===== config.mk =====
export PLATFORM = sky130hd
export DESIGN_NAME = rc_serial_frame_channel_decoder
export DESIGN_NICKNAME = d
export VERILOG_FILES = /design/src/design/rcsf_pkg.sv /design/src/design/rcsf_cell.sv /design/src/design/rcsf_collector.sv /design/src/design/rc_serial_frame_channel_decoder.sv
export SDC_FILE = /design/constraint.sdc
export NUM_CORES = 1
export LEC_CHECK = 0
export BUFFER_PORTS_ARGS = -buffer_cell sky130_fd_sc_hd__buf_2
export CORE_MARGIN = 4
export CORE_UTILIZATION = 35
export CTS_BUF_LIST = sky130_fd_sc_hd__clkbuf_2
export DETAILED_ROUTE_END_ITERATION = 12
export GPL_ROUTABILITY_DRIVEN = 0
export PLACE_DENSITY = 0.54
export SYNTH_ARGS = -nofsm -noshare
export SYNTH_HDL_FRONTEND = slang
export SYNTH_SLANG_ARGS = --single-unit
export TNS_END_PERCENT = 5

===== constraint.sdc =====
create_clock -name clk -period 7.8 [get_ports clk]
set_input_delay 1.56 -clock clk [delete_from_list [all_inputs] [get_ports clk]]
set_output_delay 1.56 -clock clk [all_outputs]
set_load 0.01 [all_outputs]

===== src/design/rcsf_pkg.sv =====
package rcsf_pkg;

  localparam int DEF_FRAME_BYTES = 25;
  localparam int DEF_CHANNELS    = 12;

  localparam logic [7:0] HEADER_BYTE = 8'h0F;
  localparam int DATA_BYTES      = 17;
  localparam int DATA_BITS       = DATA_BYTES * 8;
  localparam int RAW_W           = 11;
  localparam int VAL_W           = 12;
  localparam int PROD_W          = 27;
  localparam int SUM_W           = 28;
  localparam int OFFSET_CHANNELS = 7;
  localparam int ARM_CHANNEL     = 8;
  localparam int NUM_W           = 4;

  localparam logic [15:0]      SCALE_MUL = 16'd58514;
  localparam logic [SUM_W-1:0] SCALE_ADD = 28'd38384435;
  localparam logic [VAL_W-1:0] ARM_THRESHOLD_RESET = 12'd1300;

  typedef logic [RAW_W-1:0] raw_t;
  typedef logic [VAL_W-1:0] val_t;
  typedef logic [PROD_W-1:0] prod_t;

  // First half of the microsecond scaling: the constant product.
  function automatic prod_t scale_mul(input raw_t raw);
    logic [RAW_W+15:0] p;
    p = raw * SCALE_MUL;
    return PROD_W'(p);
  endfunction

  // Second half: add the rounding offset and drop the 16 fraction bits.
  function automatic val_t scale_fin(input prod_t prod);
    logic [SUM_W-1:0] s;
    s = SUM_W'(prod) + SCALE_ADD;
    return s[16 +: VAL_W];
  endfunction

endpackage


===== src/design/rcsf_cell.sv =====
module rcsf_cell (
  input  logic                clk,
  input  logic                load,
  input  logic                shift,
  input  rcsf_pkg::raw_t      load_d,
  input  rcsf_pkg::raw_t      shift_d,
  output rcsf_pkg::raw_t      q
);
  import rcsf_pkg::*;

  raw_t raw_r;
  raw_t raw_nxt;

  always_comb begin
    raw_nxt = raw_r;
    if (load) begin
      raw_nxt = load_d;
    end else if (shift) begin
      raw_nxt = shift_d;
    end
  end

  always_ff @(posedge clk) begin
    raw_r <= raw_nxt;
  end

  assign q = raw_r;

endmodule


===== src/design/rcsf_collector.sv =====
module rcsf_collector #(
  parameter int FRAME_BYTES = rcsf_pkg::DEF_FRAME_BYTES
) (
  input  logic                           clk,
  input  logic                           rst_n,
  input  logic                           in_valid,
  input  logic [7:0]                     in_rx_byte,
  input  logic                           hold,
  output logic                           in_stall,
  output logic                           frame_load,
  output logic [rcsf_pkg::DATA_BITS-1:0] frame_bits
);
  import rcsf_pkg::*;

  localparam int PW = $clog2(FRAME_BYTES);
  localparam logic [PW-1:0] LAST_POS = PW'(FRAME_BYTES - 1);

  logic                 collecting_r, collecting_nxt;
  logic [PW-1:0]        pos_r, pos_nxt;
  logic [DATA_BITS-1:0] bytes_r, bytes_nxt;
  logic                 accept;
  logic                 at_last;

  assign at_last  = collecting_r && (pos_r == LAST_POS);
  // The closing byte of a frame waits until the previous frame has drained.
  assign in_stall = hold && at_last;
  assign accept   = in_valid && !in_stall;

  always_comb begin
    collecting_nxt = collecting_r;
    pos_nxt        = pos_r;
    bytes_nxt      = bytes_r;
    frame_load     = 1'b0;
    if (accept) begin
      if (!collecting_r) begin
        if (in_rx_byte == HEADER_BYTE) begin
          collecting_nxt = 1'b1;
          pos_nxt        = PW'(1);
        end
      end else begin
        if (32'(pos_r) <= DATA_BYTES) begin
          bytes_nxt = {in_rx_byte, bytes_r[DATA_BITS-1:8]};
        end
        if (at_last) begin
          collecting_nxt = 1'b0;
          pos_nxt        = '0;
          frame_load     = 1'b1;
        end else begin
          pos_nxt = pos_r + PW'(1);
        end
      end
    end
  end

  always_ff @(posedge clk) begin
    if (!rst_n) begin
      collecting_r <= 1'b0;
      pos_r        <= '0;
    end else begin
      collecting_r <= collecting_nxt;
      pos_r        <= pos_nxt;
    end
  end

  always_ff @(posedge clk) begin
    bytes_r <= bytes_nxt;
  end

  // The first data byte ends up in the low bits, giving the little-endian stream.
  assign frame_bits = bytes_nxt;

endmodule


===== src/design/rc_serial_frame_channel_decoder.sv =====
// Serial RC frame decoder. Bytes are taken one per cycle unless stalled; a
// frame starts at a 0x0F header byte and closes after FRAME_BYTES bytes by
// count. On the closing byte the eleven-bit channels are loaded in parallel
// into a row of channel cells, and after a check of channel 8 against
// arm_threshold (states ARM_MUL, then ARM_CMP) the row shifts one channel per
// cycle, unless out_stall holds it, into a two-stage scaling pipeline, so a
// frame yields CHANNELS words, channel 1 first. The closing byte of the next
// frame is held off with in_stall until the previous frame has left the
// cell row and scaling stage. arm_threshold must only be written while idle.
module rc_serial_frame_channel_decoder #(
  parameter int FRAME_BYTES = rcsf_pkg::DEF_FRAME_BYTES,
  parameter int CHANNELS    = rcsf_pkg::DEF_CHANNELS
) (
  input  logic                       clk,
  input  logic                       rst_n,
  input  logic                       cfg_valid,
  output logic                       cfg_ready,
  input  logic [rcsf_pkg::VAL_W-1:0] cfg_arm_threshold,
  input  logic                       in_valid,
  output logic                       in_stall,
  input  logic [7:0]                 in_rx_byte,
  output logic                       out_valid,
  input  logic                       out_stall,
  output logic [rcsf_pkg::NUM_W-1:0] out_channel_number,
  output logic [rcsf_pkg::VAL_W-1:0] out_channel_value,
  output logic [rcsf_pkg::VAL_W-1:0] out_captured_offset,
  output logic                       out_offset_valid,
  output logic                       out_last
);
  import rcsf_pkg::*;

  localparam int CH_BITS = CHANNELS * RAW_W;
  localparam int ALL_BITS = (CH_BITS > DATA_BITS) ? CH_BITS : DATA_BITS;
  localparam int IW = $clog2(CHANNELS + 1);
  localparam int CW = $clog2(CHANNELS + 1);
  localparam logic [IW-1:0] LAST_IDX = IW'(CHANNELS - 1);

  localparam logic [1:0] ARM_IDLE = 2'd0;
  localparam logic [1:0] ARM_MUL  = 2'd1;
  localparam logic [1:0] ARM_CMP  = 2'd2;

  logic                 frame_load;
  logic [DATA_BITS-1:0] frame_bits;
  logic [ALL_BITS-1:0]  stream;
  logic                 busy;

  val_t thr_r;

  logic [1:0] arm_st_r, arm_st_nxt;
  raw_t       arm_raw_r;
  prod_t      arm_prod_r;
  logic       latched_r, latched_nxt;
  logic       latch_frame_r, latch_frame_nxt;

  raw_t          cell_q [CHANNELS];
  logic [CW-1:0] cnt_r, cnt_nxt;
  logic [IW-1:0] idx_r, idx_nxt;
  logic          issue;

  logic          s1_v_r, s1_v_nxt;
  prod_t         s1_prod_r;
  logic [IW-1:0] s1_idx_r;
  logic          s1_go;
  logic          out_free;
  logic          s1_is_off;
  val_t          s1_val;
  val_t          s1_off;

  val_t offset_r [OFFSET_CHANNELS];

  assign cfg_ready = 1'b1;

  always_ff @(posedge clk) begin
    if (!rst_n) begin
      thr_r <= ARM_THRESHOLD_RESET;
    end else if (cfg_valid && cfg_ready) begin
      thr_r <= cfg_arm_threshold;
    end
  end

  assign busy = (cnt_r != '0) || s1_v_r || (arm_st_r != ARM_IDLE);

  rcsf_collector #(
    .FRAME_BYTES(FRAME_BYTES)
  ) u_collector (
    .clk        (clk),
    .rst_n      (rst_n),
    .in_valid   (in_valid),
    .in_rx_byte (in_rx_byte),
    .hold       (busy),
    .in_stall   (in_stall),
    .frame_load (frame_load),
    .frame_bits (frame_bits)
  );

  // Bits past the data bytes read as zero.
  assign stream = ALL_BITS'(frame_bits);

  assign out_free = !out_valid || !out_stall;
  assign s1_go    = s1_v_r && out_free;
  assign issue    = (cnt_r != '0) && (arm_st_r == ARM_IDLE) && (!s1_v_r || s1_go);

  for (genvar i = 0; i < CHANNELS; i++) begin : g_cell
    raw_t shift_d;
    if (i == CHANNELS - 1) begin : g_tail
      assign shift_d = '0;
    end else begin : g_mid
      assign shift_d = cell_q[i+1];
    end
    rcsf_cell u_cell (
      .clk     (clk),
      .load    (frame_load),
      .shift   (issue),
      .load_d  (stream[i*RAW_W +: RAW_W]),
      .shift_d (shift_d),
      .q       (cell_q[i])
    );
  end

  // Channel 8 decides the offset latch before channel 1 is scaled.
  always_comb begin
    arm_st_nxt      = arm_st_r;
    latched_nxt     = latched_r;
    latch_frame_nxt = latch_frame_r;
    unique case (arm_st_r)
      ARM_IDLE: begin
        if (frame_load) begin
          arm_st_nxt      = ARM_MUL;
          latch_frame_nxt = 1'b0;
        end
      end
      ARM_MUL: begin
        arm_st_nxt = ARM_CMP;
      end
      ARM_CMP: begin
        arm_st_nxt = ARM_IDLE;
        if (!latched_r && (scale_fin(arm_prod_r) >= thr_r)) begin
          latched_nxt     = 1'b1;
          latch_frame_nxt = 1'b1;
        end
      end
      default: begin
        arm_st_nxt = ARM_IDLE;
      end
    endcase
  end

  always_comb begin
    cnt_nxt = cnt_r;
    idx_nxt = idx_r;
    if (frame_load) begin
      cnt_nxt = CW'(CHANNELS);
      idx_nxt = '0;
    end else if (issue) begin
      cnt_nxt = cnt_r - CW'(1);
      idx_nxt = idx_r + IW'(1);
    end
  end

  always_comb begin
    s1_v_nxt = s1_v_r;
    if (issue) begin
      s1_v_nxt = 1'b1;
    end else if (s1_go) begin
      s1_v_nxt = 1'b0;
    end
  end

  always_ff @(posedge clk) begin
    if (!rst_n) begin
      arm_st_r      <= ARM_IDLE;
      latched_r     <= 1'b0;
      latch_frame_r <= 1'b0;
      cnt_r         <= '0;
      idx_r         <= '0;
      s1_v_r        <= 1'b0;
      out_valid     <= 1'b0;
    end else begin
      arm_st_r      <= arm_st_nxt;
      latched_r     <= latched_nxt;
      latch_frame_r <= latch_frame_nxt;
      cnt_r         <= cnt_nxt;
      idx_r         <= idx_nxt;
      s1_v_r        <= s1_v_nxt;
      if (s1_go) begin
        out_valid <= 1'b1;
      end else if (!out_stall) begin
        out_valid <= 1'b0;
      end
    end
  end

  always_ff @(posedge clk) begin
    if (frame_load) begin
      arm_raw_r <= stream[(ARM_CHANNEL-1)*RAW_W +: RAW_W];
    end
    if (arm_st_r == ARM_MUL) begin
      arm_prod_r <= scale_mul(arm_raw_r);
    end
    if (issue) begin
      s1_prod_r <= scale_mul(cell_q[0]);
      s1_idx_r  <= idx_r;
    end
  end

  assign s1_is_off = 32'(s1_idx_r) < OFFSET_CHANNELS;
  assign s1_val    = scale_fin(s1_prod_r);

  always_comb begin
    s1_off = '0;
    if (s1_is_off) begin
      s1_off = latch_frame_r ? s1_val : offset_r[3'(s1_idx_r)];
    end
  end

  always_ff @(posedge clk) begin
    if (!rst_n) begin
      for (int k = 0; k < OFFSET_CHANNELS; k++) begin
        offset_r[k] <= '0;
      end
    end else if (s1_go && s1_is_off && latch_frame_r) begin
      offset_r[3'(s1_idx_r)] <= s1_val;
    end
  end

  always_ff @(posedge clk) begin
    if (s1_go) begin
      out_channel_number  <= NUM_W'(32'(s1_idx_r) + 1);
      out_channel_value   <= s1_val;
      out_captured_offset <= s1_off;
      out_offset_valid    <= latched_r;
      out_last            <= (s1_idx_r == LAST_IDX);
    end
  end

endmodule


**Word-level counts from Yosys, hierarchy flattened**

Memory sizes are Yosys's and may differ from the RTL's. A register that Yosys moved wholly into a read port is not among the register bits.
Index checks and enable logic that the tools add are counted.

- Memories: 1
- Register bits after elaboration: 397
- Latch bits: 0
- Output and inout bits: 33
- Input bits: 25
- Memory bits (writable): 84
- Bits in read-only memories: 0
- Logic and storage cells: 142

- Shift-type cells: 0
- Add/subtract/negate cells: 6
- Div/mod/pow operators: 0
- Bitwise gates (word level): 1
- Order comparisons: 3
- Equal/unequal tests: 8
- Multipliers: 2
- Multiplexer cells: 56
- Reduce and logical (&&, ||, !) cells: 31

Memory list:

| memory | words | width | rd ports | clocked after memory_dff | wr ports | RTL line | text |
|---|---|---|---|---|---|---|---|
| offset_r | 7 | 12 | 1 | 1 | 7 | rc_serial_frame_channel_decoder.sv:69 | `val_t offset_r [OFFSET_CHANNELS];` |

Operators by type and width:

| cell | number |
|---|---|
| 132-bit 2-to-1 mux | 3 |
| 11-bit 2-to-1 mux | 24 |
| 27-bit by 26-bit adder with 28-bit output (second input constant) | 2 |
| 11-bit by 15-bit multiplier with 26-bit output (second input constant) | 2 |
| 12-bit 2-to-1 mux | 2 |
| 1-bit 2-to-1 mux | 17 |
| 5-bit 2-to-1 mux | 3 |
| 12-bit greater-or-equal comparator | 1 |
| 12-bit OR reduction | 1 |
| 2-bit nonzero test | 5 |
| 1-bit logical AND | 9 |
| 4-bit by 1-bit adder with 4-bit output (second input constant) | 2 |
| 8-bit by 4-bit equality test with 1-bit output (second input constant) | 1 |
| 4-bit 2-to-1 mux | 2 |
| 3-bit 2-to-1 mux | 2 |
| 3-bit AND reduction | 2 |
| 5-bit by 1-bit adder with 5-bit output (second input constant) | 1 |
| 5-bit equality test (second input constant) | 1 |
| 5-bit <= comparator (second input constant) | 1 |
| 1-bit zero test | 5 |
| 4-bit equality test (second input constant) | 1 |
| 1-bit logical OR | 4 |
| 4-bit by 3-bit less-than comparator with 1-bit output (second input constant) | 1 |
| 2-bit != test (second input constant) | 2 |
| other kinds (12) | 13 |

**Logic depth before layout (Yosys ltp)**

Gate-level depths: netlist (run 1).

- Depth in word-level cells: 10
- Mapped depth: 17
- Gate-level depth less buffers: 16

**Modules after synthesis**

Synthesis (run 1) repeated with hierarchy kept, for this count alone.

- Cells, all modules: 1803
- Area total of the unflattened synthesis: 24947.7 µm²

By module, submodules not included:

| module | times used | sequential area each (µm²) | cells each | area each (µm²) |
|---|---|---|---|---|
| rc_serial_frame_channel_decoder | 1 | 6256.0 | 1172 | 13847.0 |
| rcsf_cell | 12 | 330.3 | 24 | 505.5 |
| rcsf_collector | 1 | 2842.7 | 343 | 5034.8 |

**Worst setup path before layout (run 1)**

No wires, ideal clock.

- Path kind: in2reg
- From: in in_valid
- To: reg g_cell[0].u_cell.raw_r[0], enable pin
- Arrival: 4746 ps
- Required time: 6663 ps
- Setup slack: 1917 ps
- Buffers on the path: 3
- Setup time: 1137 ps
- Cell stages on the path: 5
- Path through: clkbuf_1 -> nand4_1 -> clkbuf_1 -> clkbuf_1 -> nand2_1

- Longest elaborated chain between the ends: 3

Ends and longest elaborated chain:

| element | RTL line | text |
|---|---|---|
| start: declaration | rc_serial_frame_channel_decoder.sv:19 | `input logic in_valid,` |
| 1-bit logical AND | rcsf_collector.sv:27 | `assign accept = in_valid && !in_stall;` |
| 1-bit 2-to-1 mux | rcsf_collector.sv:34 | `if (accept) begin` |
| 2-bit nonzero test (no source line) | - |  |
| end signal: assignment | rcsf_cell.sv:24 | `raw_r <= raw_nxt;` |
| end: declaration | rcsf_cell.sv:11 | `raw_t raw_r;` |

No other way between the ends.
A chain may end at the register's enable or synchronous reset.

**Worst setup path in the final report (run 1)**

- From: reg g_cell[0].u_cell.raw_r[3]
- To: reg s1_prod_r[24] (data pin)

- Longest elaborated chain between the ends: 1

Ends and longest elaborated chain:

| element | RTL line | text |
|---|---|---|
| 11-bit by 15-bit multiplier with 26-bit output | rcsf_pkg.sv:28 | `p = raw * SCALE_MUL;` |
| end signal: assignment | rc_serial_frame_channel_decoder.sv:201 | `s1_prod_r <= scale_mul(cell_q[0]);` |
| end: declaration | rc_serial_frame_channel_decoder.sv:61 | `prod_t s1_prod_r;` |

No other way between the ends.

==> results_dict.tcl, run 1 <==
set metrics [dict create \
    crit_required_ns 8.87 \
    port_buffers 56 \
    synth.avg_cell_area_um2 11.69 \
    hold_depth 2 \
    grt_pass1_vias 15822 \
    die_width_um 272.7 \
    ctsHoldBuffers 0 \
    gr-total-overflow 0 \
    ant_nets 0 \
    multi_input_comb_area_um2 10490 \
    grt_setup_unrepaired "no" \
    power.density_nw_per_um2 178.7 \
    maxCapViolCount 0 \
    synth_area_um2 24520 \
    layout-drive-gt1-share 0.2097 \
    yosys_warnings 0 \
    ys_seq_elements 496 \
    synth_edf_count 317 \
    cts_sinks 496 \
    drc 0 \
    r2r_cells 15 \
    slew_headroom 0.09723 \
    syn_to_final_growth_pct 10.49 \
    wl_per_cell_um 15.23 \
    start_kind "flip-flop" \
    ys_async_sr_fraction 0 \
    totalWireLength_um 49580 \
    yosysTopAreaCellShare 0.3882 \
    min_path_type "reg -> reg" \
    antenna_found_initial 2 \
    clock_latency_ns 1.26 \
    post_cts_buffers 0 \
    final-seq-area_um2 13100 \
    ir_drop_v 0.0001028 \
    path_clk_slew_ns 0.11 \
    ys_types 88 \
    htree_levels 4 \
    grt_max_degree 137 \
    initial_utilization 0.3551 \
    timing.hold.ws_ns 0.4597 \
    fp.dieH_um 272.7 \
    netlist_top_cells_area "edfxtp_1 (39%), dfxtp_1 (15%), ha_1 (8.5%)" \
    setup_viol 0 \
    period_share 0.5920 \
    dp_hpwl_um 33080 \
    syn_nets 2347 \
    syn_inst 2098 \
    cts_tree "done" \
    worstPathArrival_ns 5.69 \
    gr-usage-all-layers 0.1350 \
    cp-end-kind "flip-flop" \
    synth_area_leader_cell "edfxtp_1" \
    fin_worst_skew_ns 0.07235 \
    ctsResizeCount 0 \
    cts_buffer_depth 3 \
    vias_per_cell 4.712 \
    first_iter_violations 765 \
    p_leak_nw 11.07 \
    synthFlopType "edfxtp_1" \
    nets 2466 \
    max_freq_ghz 0.2166 \
    io_pins 58 \
    crit_path_max_fanout 8 \
    power.total_w 0.004842 \
    final_core_util 0.3923 \
    status "completed" \
    crit_type "reg -> reg" \
    period_needed_ns 4.618 \
    clockRootBuffer "clkbuf_2" \
    coreArea_um2 69070 \
    final_max_slew_viol_count 0 \
    setup-tns-final_ns 0 \
    vias 15336 \
    numCtsBuffers 131 \
    n_fill_cell 6754 \
    first_pass_iters 5 \
    row_count 96 \
    grt_pass1_wl_um 80990 \
    worst_pin_slew_ns 1.352 \
    die_area_um2 74370 \
    synth-seq-area-share 0.5343 \
    finalHoldViolCount 0 \
]
==> registers in the layout, indices dropped and copies added (netlist names), named ones only <==
name,flops
u_collector.bytes_r,136
g_cell.u_cell.q,132
offset_r,96
arm_prod_r,26
s1_prod_r,26
out_captured_offset,12
out_channel_value,12
thr_r,12
arm_raw_r,11
u_collector.pos_r,5
cnt_r,4
idx_r,4
out_channel_number,4
s1_idx_r,4
arm_st_r,2
latch_frame_r,1
latched_r,1
out_last,1
out_offset_valid,1
out_valid,1
s1_v_r,1
u_collector.collecting_r,1
==> critical path, cell delays in order (launching register included) <==
cell	delay, ns
edfxtp_1	0.49
inv_1	0.15
fa_1	0.53
inv_1	0.04
ha_1	0.26
inv_1	0.04
fa_1	0.36
inv_1	0.08
fa_1	0.42
ha_1	0.31
ha_1	0.40
and4_1	0.28
o2111a_1	0.18
a211oi_4	0.34
or4b_1	0.47
o211ai_1	0.10
==> metrics by stage <==
step                instance area (µm²)  cells  setup slack [ns]
floorplan                         24520   2098             1.917
global placement                  25760   3015             3.077
detailed placement                25760   3015             3.048
CTS                               27080   3249             3.118
global route                      27080   3250             2.946
finish                            27100   3255             3.182
==> worst paths after layout <==
kind | startpoint | end | slack (ns)
worst min register to register | offset_r[6][8]$_SDFFE_PN0P_ | offset_r[6][8]$_SDFFE_PN0P_ | 0.46
worst max register to register | g_cell[0].u_cell.q[3]$_DFFE_PP_ | s1_prod_r[24]$_DFFE_PP_ | 3.18
worst min-delay path | offset_r[6][8]$_SDFFE_PN0P_ | offset_r[6][8]$_SDFFE_PN0P_ | 0.46
worst max-delay path | g_cell[0].u_cell.q[3]$_DFFE_PP_ | s1_prod_r[24]$_DFFE_PP_ | 3.18
==> report_power, final <==
part | internal [W] | switching, W
combinational | 0.0000277 | 0.0000352
sequential | 0.00279 | 0.0000110
clock | 0.000902 | 0.00108
==> Yosys cell counts, drive strengths merged (3+ instances only) <==
cell type	n
fa	58
a211oi	25
a21o	19
o21ai	43
a31oi	6
nor2	106
buf	38
nor4	5
o21bai	4
o22ai	3
mux2	138
o31ai	3
and3	6
o21a	10
dfxtp	179
xor2	27
a21oi	44
nor2b	24
nor3	23
nand3	46
o2111a	3
a21boi	6
clkbuf	45
mux4	24
ha	166
or3	4
inv	163
and4	5
edfxtp	317
nand4	5
a211o	3
mux2i	11
and2	20
xnor2	35
nor3b	3
nand2	425
o211ai	10
nand2b	6
or4b	3
or4	3
==> layout by cell type (no fill, tap or decap), drive strengths merged, types with 10 or more instances in the layout <==
master / netlist / layout
a211oi: 25 / 25
xor2: 27 / 27
clkinv: 0 / 12
clkbuf: 45 / 208
fa: 58 / 58
edfxtp: 317 / 317
mux2i: 11 / 11
ha: 166 / 166
dfxtp: 179 / 179
and2: 20 / 20
o211ai: 10 / 10
a21oi: 44 / 44
o21ai: 43 / 43
a21o: 19 / 19
inv: 163 / 167
nor2: 106 / 106
nand3: 46 / 46
nand2: 425 / 425
mux4: 24 / 24
xnor2: 35 / 35
o21a: 10 / 10
nor3: 23 / 23
nor2b: 24 / 24
buf: 38 / 69
mux2: 138 / 138
==> cell type report <==
| type | count | area share |
|---|---|---|
| Multi-Input combinational cell | 1356 | 0.3871 |
| Antenna cell | 6 | 0.0005541 |
| Sequential cell | 496 | 0.4836 |
| Clock inverter | 26 | 0.01030 |
| Clock buffer | 208 | 0.03842 |
| Inverter | 163 | 0.02267 |
| Timing Repair Buffer | 69 | 0.01441 |
| Tap cell | 931 | 0.04299 |
==> logic make-up after synthesis <==
family	after synthesis	synth area share
XOR/XNOR	62	0.02337
adder cells (fa/ha/maj)	224	0.1320
buffers and inverters	246	0.03939
other	1	0.0001529
flip-flops	496	0.5343
multiplexers	173	0.08990
AO/OA/AOI/OAI	202	0.05873
AND/OR/NAND/NOR	694	0.1221
==> per-layer routing <==
metal	global-route usage	routed length, µm	part of all wire
met4	0.06072	1473	0.030
met2	0.2203	23570	0.48
met5	0	0	0
met3	0.03582	2340	0.047
met1	0.1687	22190	0.45
Note: power is estimated with default switching activity, not from simulation.
==> run 2, diff against run 1 <==
--- a/config.mk
+++ b/config.mk
@@ -11,7 +11,7 @@
 export CTS_BUF_LIST = sky130_fd_sc_hd__clkbuf_2
 export DETAILED_ROUTE_END_ITERATION = 12
 export GPL_ROUTABILITY_DRIVEN = 0
-export PLACE_DENSITY = 0.54
+export PLACE_DENSITY = 0.55
 export SYNTH_ARGS = -nofsm -noshare
 export SYNTH_HDL_FRONTEND = slang
 export SYNTH_SLANG_ARGS = --single-unit
==> constraint.sdc (replaced) <==
create_clock -name clk -period 3.7 [get_ports clk]
set_input_delay 0.74 -clock clk [delete_from_list [all_inputs] [get_ports clk]]
set_output_delay 0.74 -clock clk [all_outputs]
set_load 0.01 [all_outputs]
==> run 2 against run 1 <==
The run now ends with negative setup slack left. Cell count increased by 6.9%. Final area increased by 9.5%. Combinational power increased to 2.9 times the previous value. First-iteration DRC count decreased by 8.2%. Non-clock buffer count increased by 215. Sequential power increased by 110%. Via count increased by 5.2%. Global-route usage increased by 0.85 points. Worst hold slack got worse by 0.22 ns. Clock skew decreased by 0.0070 ns.
==> results_dict.tcl, run 2 (synthesis gave the netlist of run 1 again) <==
set metrics [dict create \
    status "complete, but fails checks" \
    violations "negative setup slack" \
    path_clk_slew_ns 0.09 \
    ir_drop_v 0.0002470 \
    start_kind "flip-flop" \
    fp.dieH_um 272.7 \
    ant_nets 0 \
    initial_utilization 0.3551 \
    fin_worst_skew_ns 0.06533 \
    grt_max_degree 99 \
    drc 0 \
    setup_slack_ns -0.4239 \
    period_share 1.115 \
    max_freq_ghz 0.2425 \
    worst_pin_slew_ns 1.064 \
    io_pins 58 \
    dp_hpwl_um 35120 \
    p_leak_nw 12.14 \
    crit_type "reg -> reg" \
    grt_pass1_vias 16917 \
    hp-start "in_rx_byte[7]" \
    crit_required_ns 4.64 \
    coreArea_um2 69070 \
    power.total_w 0.01027 \
    vias 16140 \
    setup_viol 21 \
    power.density_nw_per_um2 346.3 \
    dpl_worst_slack_ns -0.6298 \
    grt_pass1_wl_um 86440 \
    gr-total-overflow 0 \
    final_common_cell "nand2_1" \
    totalWireLength_um 52180 \
    vias_per_cell 4.637 \
    antenna_found_initial 2 \
    critPathLaunch "arm_raw_r[6]$_DFFE_PP_" \
    cts_buffer_depth 3 \
    min_path_type "in -> reg" \
    period_needed_ns 4.124 \
    finalHoldViolCount 0 \
    clockRootBuffer "clkbuf_2" \
    first_pass_iters 5 \
    cts_tree "done" \
    maxCapViolCount 0 \
    layout-drive-gt1-share 0.2958 \
    r2r_cells 13 \
    timing.critical_path.to "arm_prod_r[24]$_DFFE_PN_" \
    first_iter_violations 702 \
    htree_levels 4 \
    row_count 96 \
    grt_setup_unrepaired "yes" \
    regToRegSetupSlack_ns -0.42 \
    cp-end-kind "flip-flop" \
    cts_sinks 496 \
    die_area_um2 74370 \
    nets 2684 \
    numCtsBuffers 134 \
    worstPathArrival_ns 5.06 \
    syn_to_final_growth_pct 20.93 \
    r2r_end "arm_prod_r[24]$_DFFE_PN_" \
    r2r-start "arm_raw_r[6]$_DFFE_PP_" \
    final_max_slew_viol_count 0 \
    clock_latency_ns 1.25 \
    die_width_um 272.7 \
    top_register "u_collector.bytes_r" \
    gr-usage-all-layers 0.1435 \
    port_buffers 56 \
    slew_headroom 0.2908 \
    wl_per_cell_um 14.99 \
    final_cell_mix "nand2_1 (423), edfxtp_1 (317), clkbuf_2 (210), dfxtp_1 (179), buf_4 (163)" \
    largest_reg_flops 136 \
    crit_path_max_fanout 5 \
]
-- run 2: area by class of cell --
cell class,count,area [µm²]
fill,6582,39410
sequential,496,13100
multi-input combinational,1356,11170
timing repair buffer,284,2228
tap,931,1165
clock buffer,210,1051
inverter,163,614.3
clock inverter,33,301.5
antenna,8,20.02
-- run 2: worst min-delay path by stage --
stage	endpoint	slack, ns	cells past startpoint
finish	u_collector.bytes_r[135]$_DFFE_PP_	0.24	2
global route	u_collector.bytes_r[135]$_DFFE_PP_	0.07	2
CTS	u_collector.bytes_r[135]$_DFFE_PP_	0.009	2
detailed placement	s1_idx_r[3]$_DFFE_PP_	0.45	0
global placement	offset_r[6][8]$_SDFFE_PN0P_	0.45	2
floorplan	s1_idx_r[3]$_DFFE_PP_	0.43	0
-- run 2: critical path: stages (launching register included) --
cell	delay, ns
edfxtp_1	0.48
fa_1	0.60
ha_4	0.22
fa_1	0.49
inv_1	0.05
fa_1	0.49
inv_2	0.05
ha_4	0.26
ha_4	0.20
a311o_1	0.34
and2_0	0.15
a2111o_1	0.31
a21oi_2	0.14
xnor2_1	0.07
-- run 2: metrics by stage --
| stage | util | hold slack (ns) | std cells | setup TNS (ns) | cell area [µm²] |
|---|---|---|---|---|---|
| after floorplan | - | 0.4280 | 2098 | -26.36 | 24590 |
| after global placement | 0.3912 | 0.4458 | 3167 | -7.903 | 27020 |
| after detailed placement | 0.3912 | 0.4474 | 3167 | -8.728 | 27020 |
| after CTS | 0.4246 | 0.008812 | 3463 | -5.663 | 29330 |
| after global routing | 0.4294 | 0.07423 | 3481 | -8.944 | 29660 |
| final | 0.4294 | 0.2403 | 3481 | -4.872 | 29660 |
-- run 2: timing repair --
action / CTS / global route
setup endpoints to repair: 25 / 27
gates resized for setup: 63 / 48
pin swaps: 33 / 40
setup buffers: 5 / 10
hold buffers: 48 / 0
hold endpoints to repair: 69 / 0
-- run 2: power by group --
part	switching [W]	internal, W	total, W
clock	0.00226	0.00192	0.00418
sequential	0.0000216	0.00588	0.00590
combinational	0.0000847	0.000100	0.000185
-- run 2: routing by layer --
layer	track usage	routed length, µm	vias up
met5	0	0	-
met4	0.05868	1260	0
met3	0.03205	1930	78
met2	0.2427	25780	265
met1	0.1784	23200	7719
li1	-	-	8078
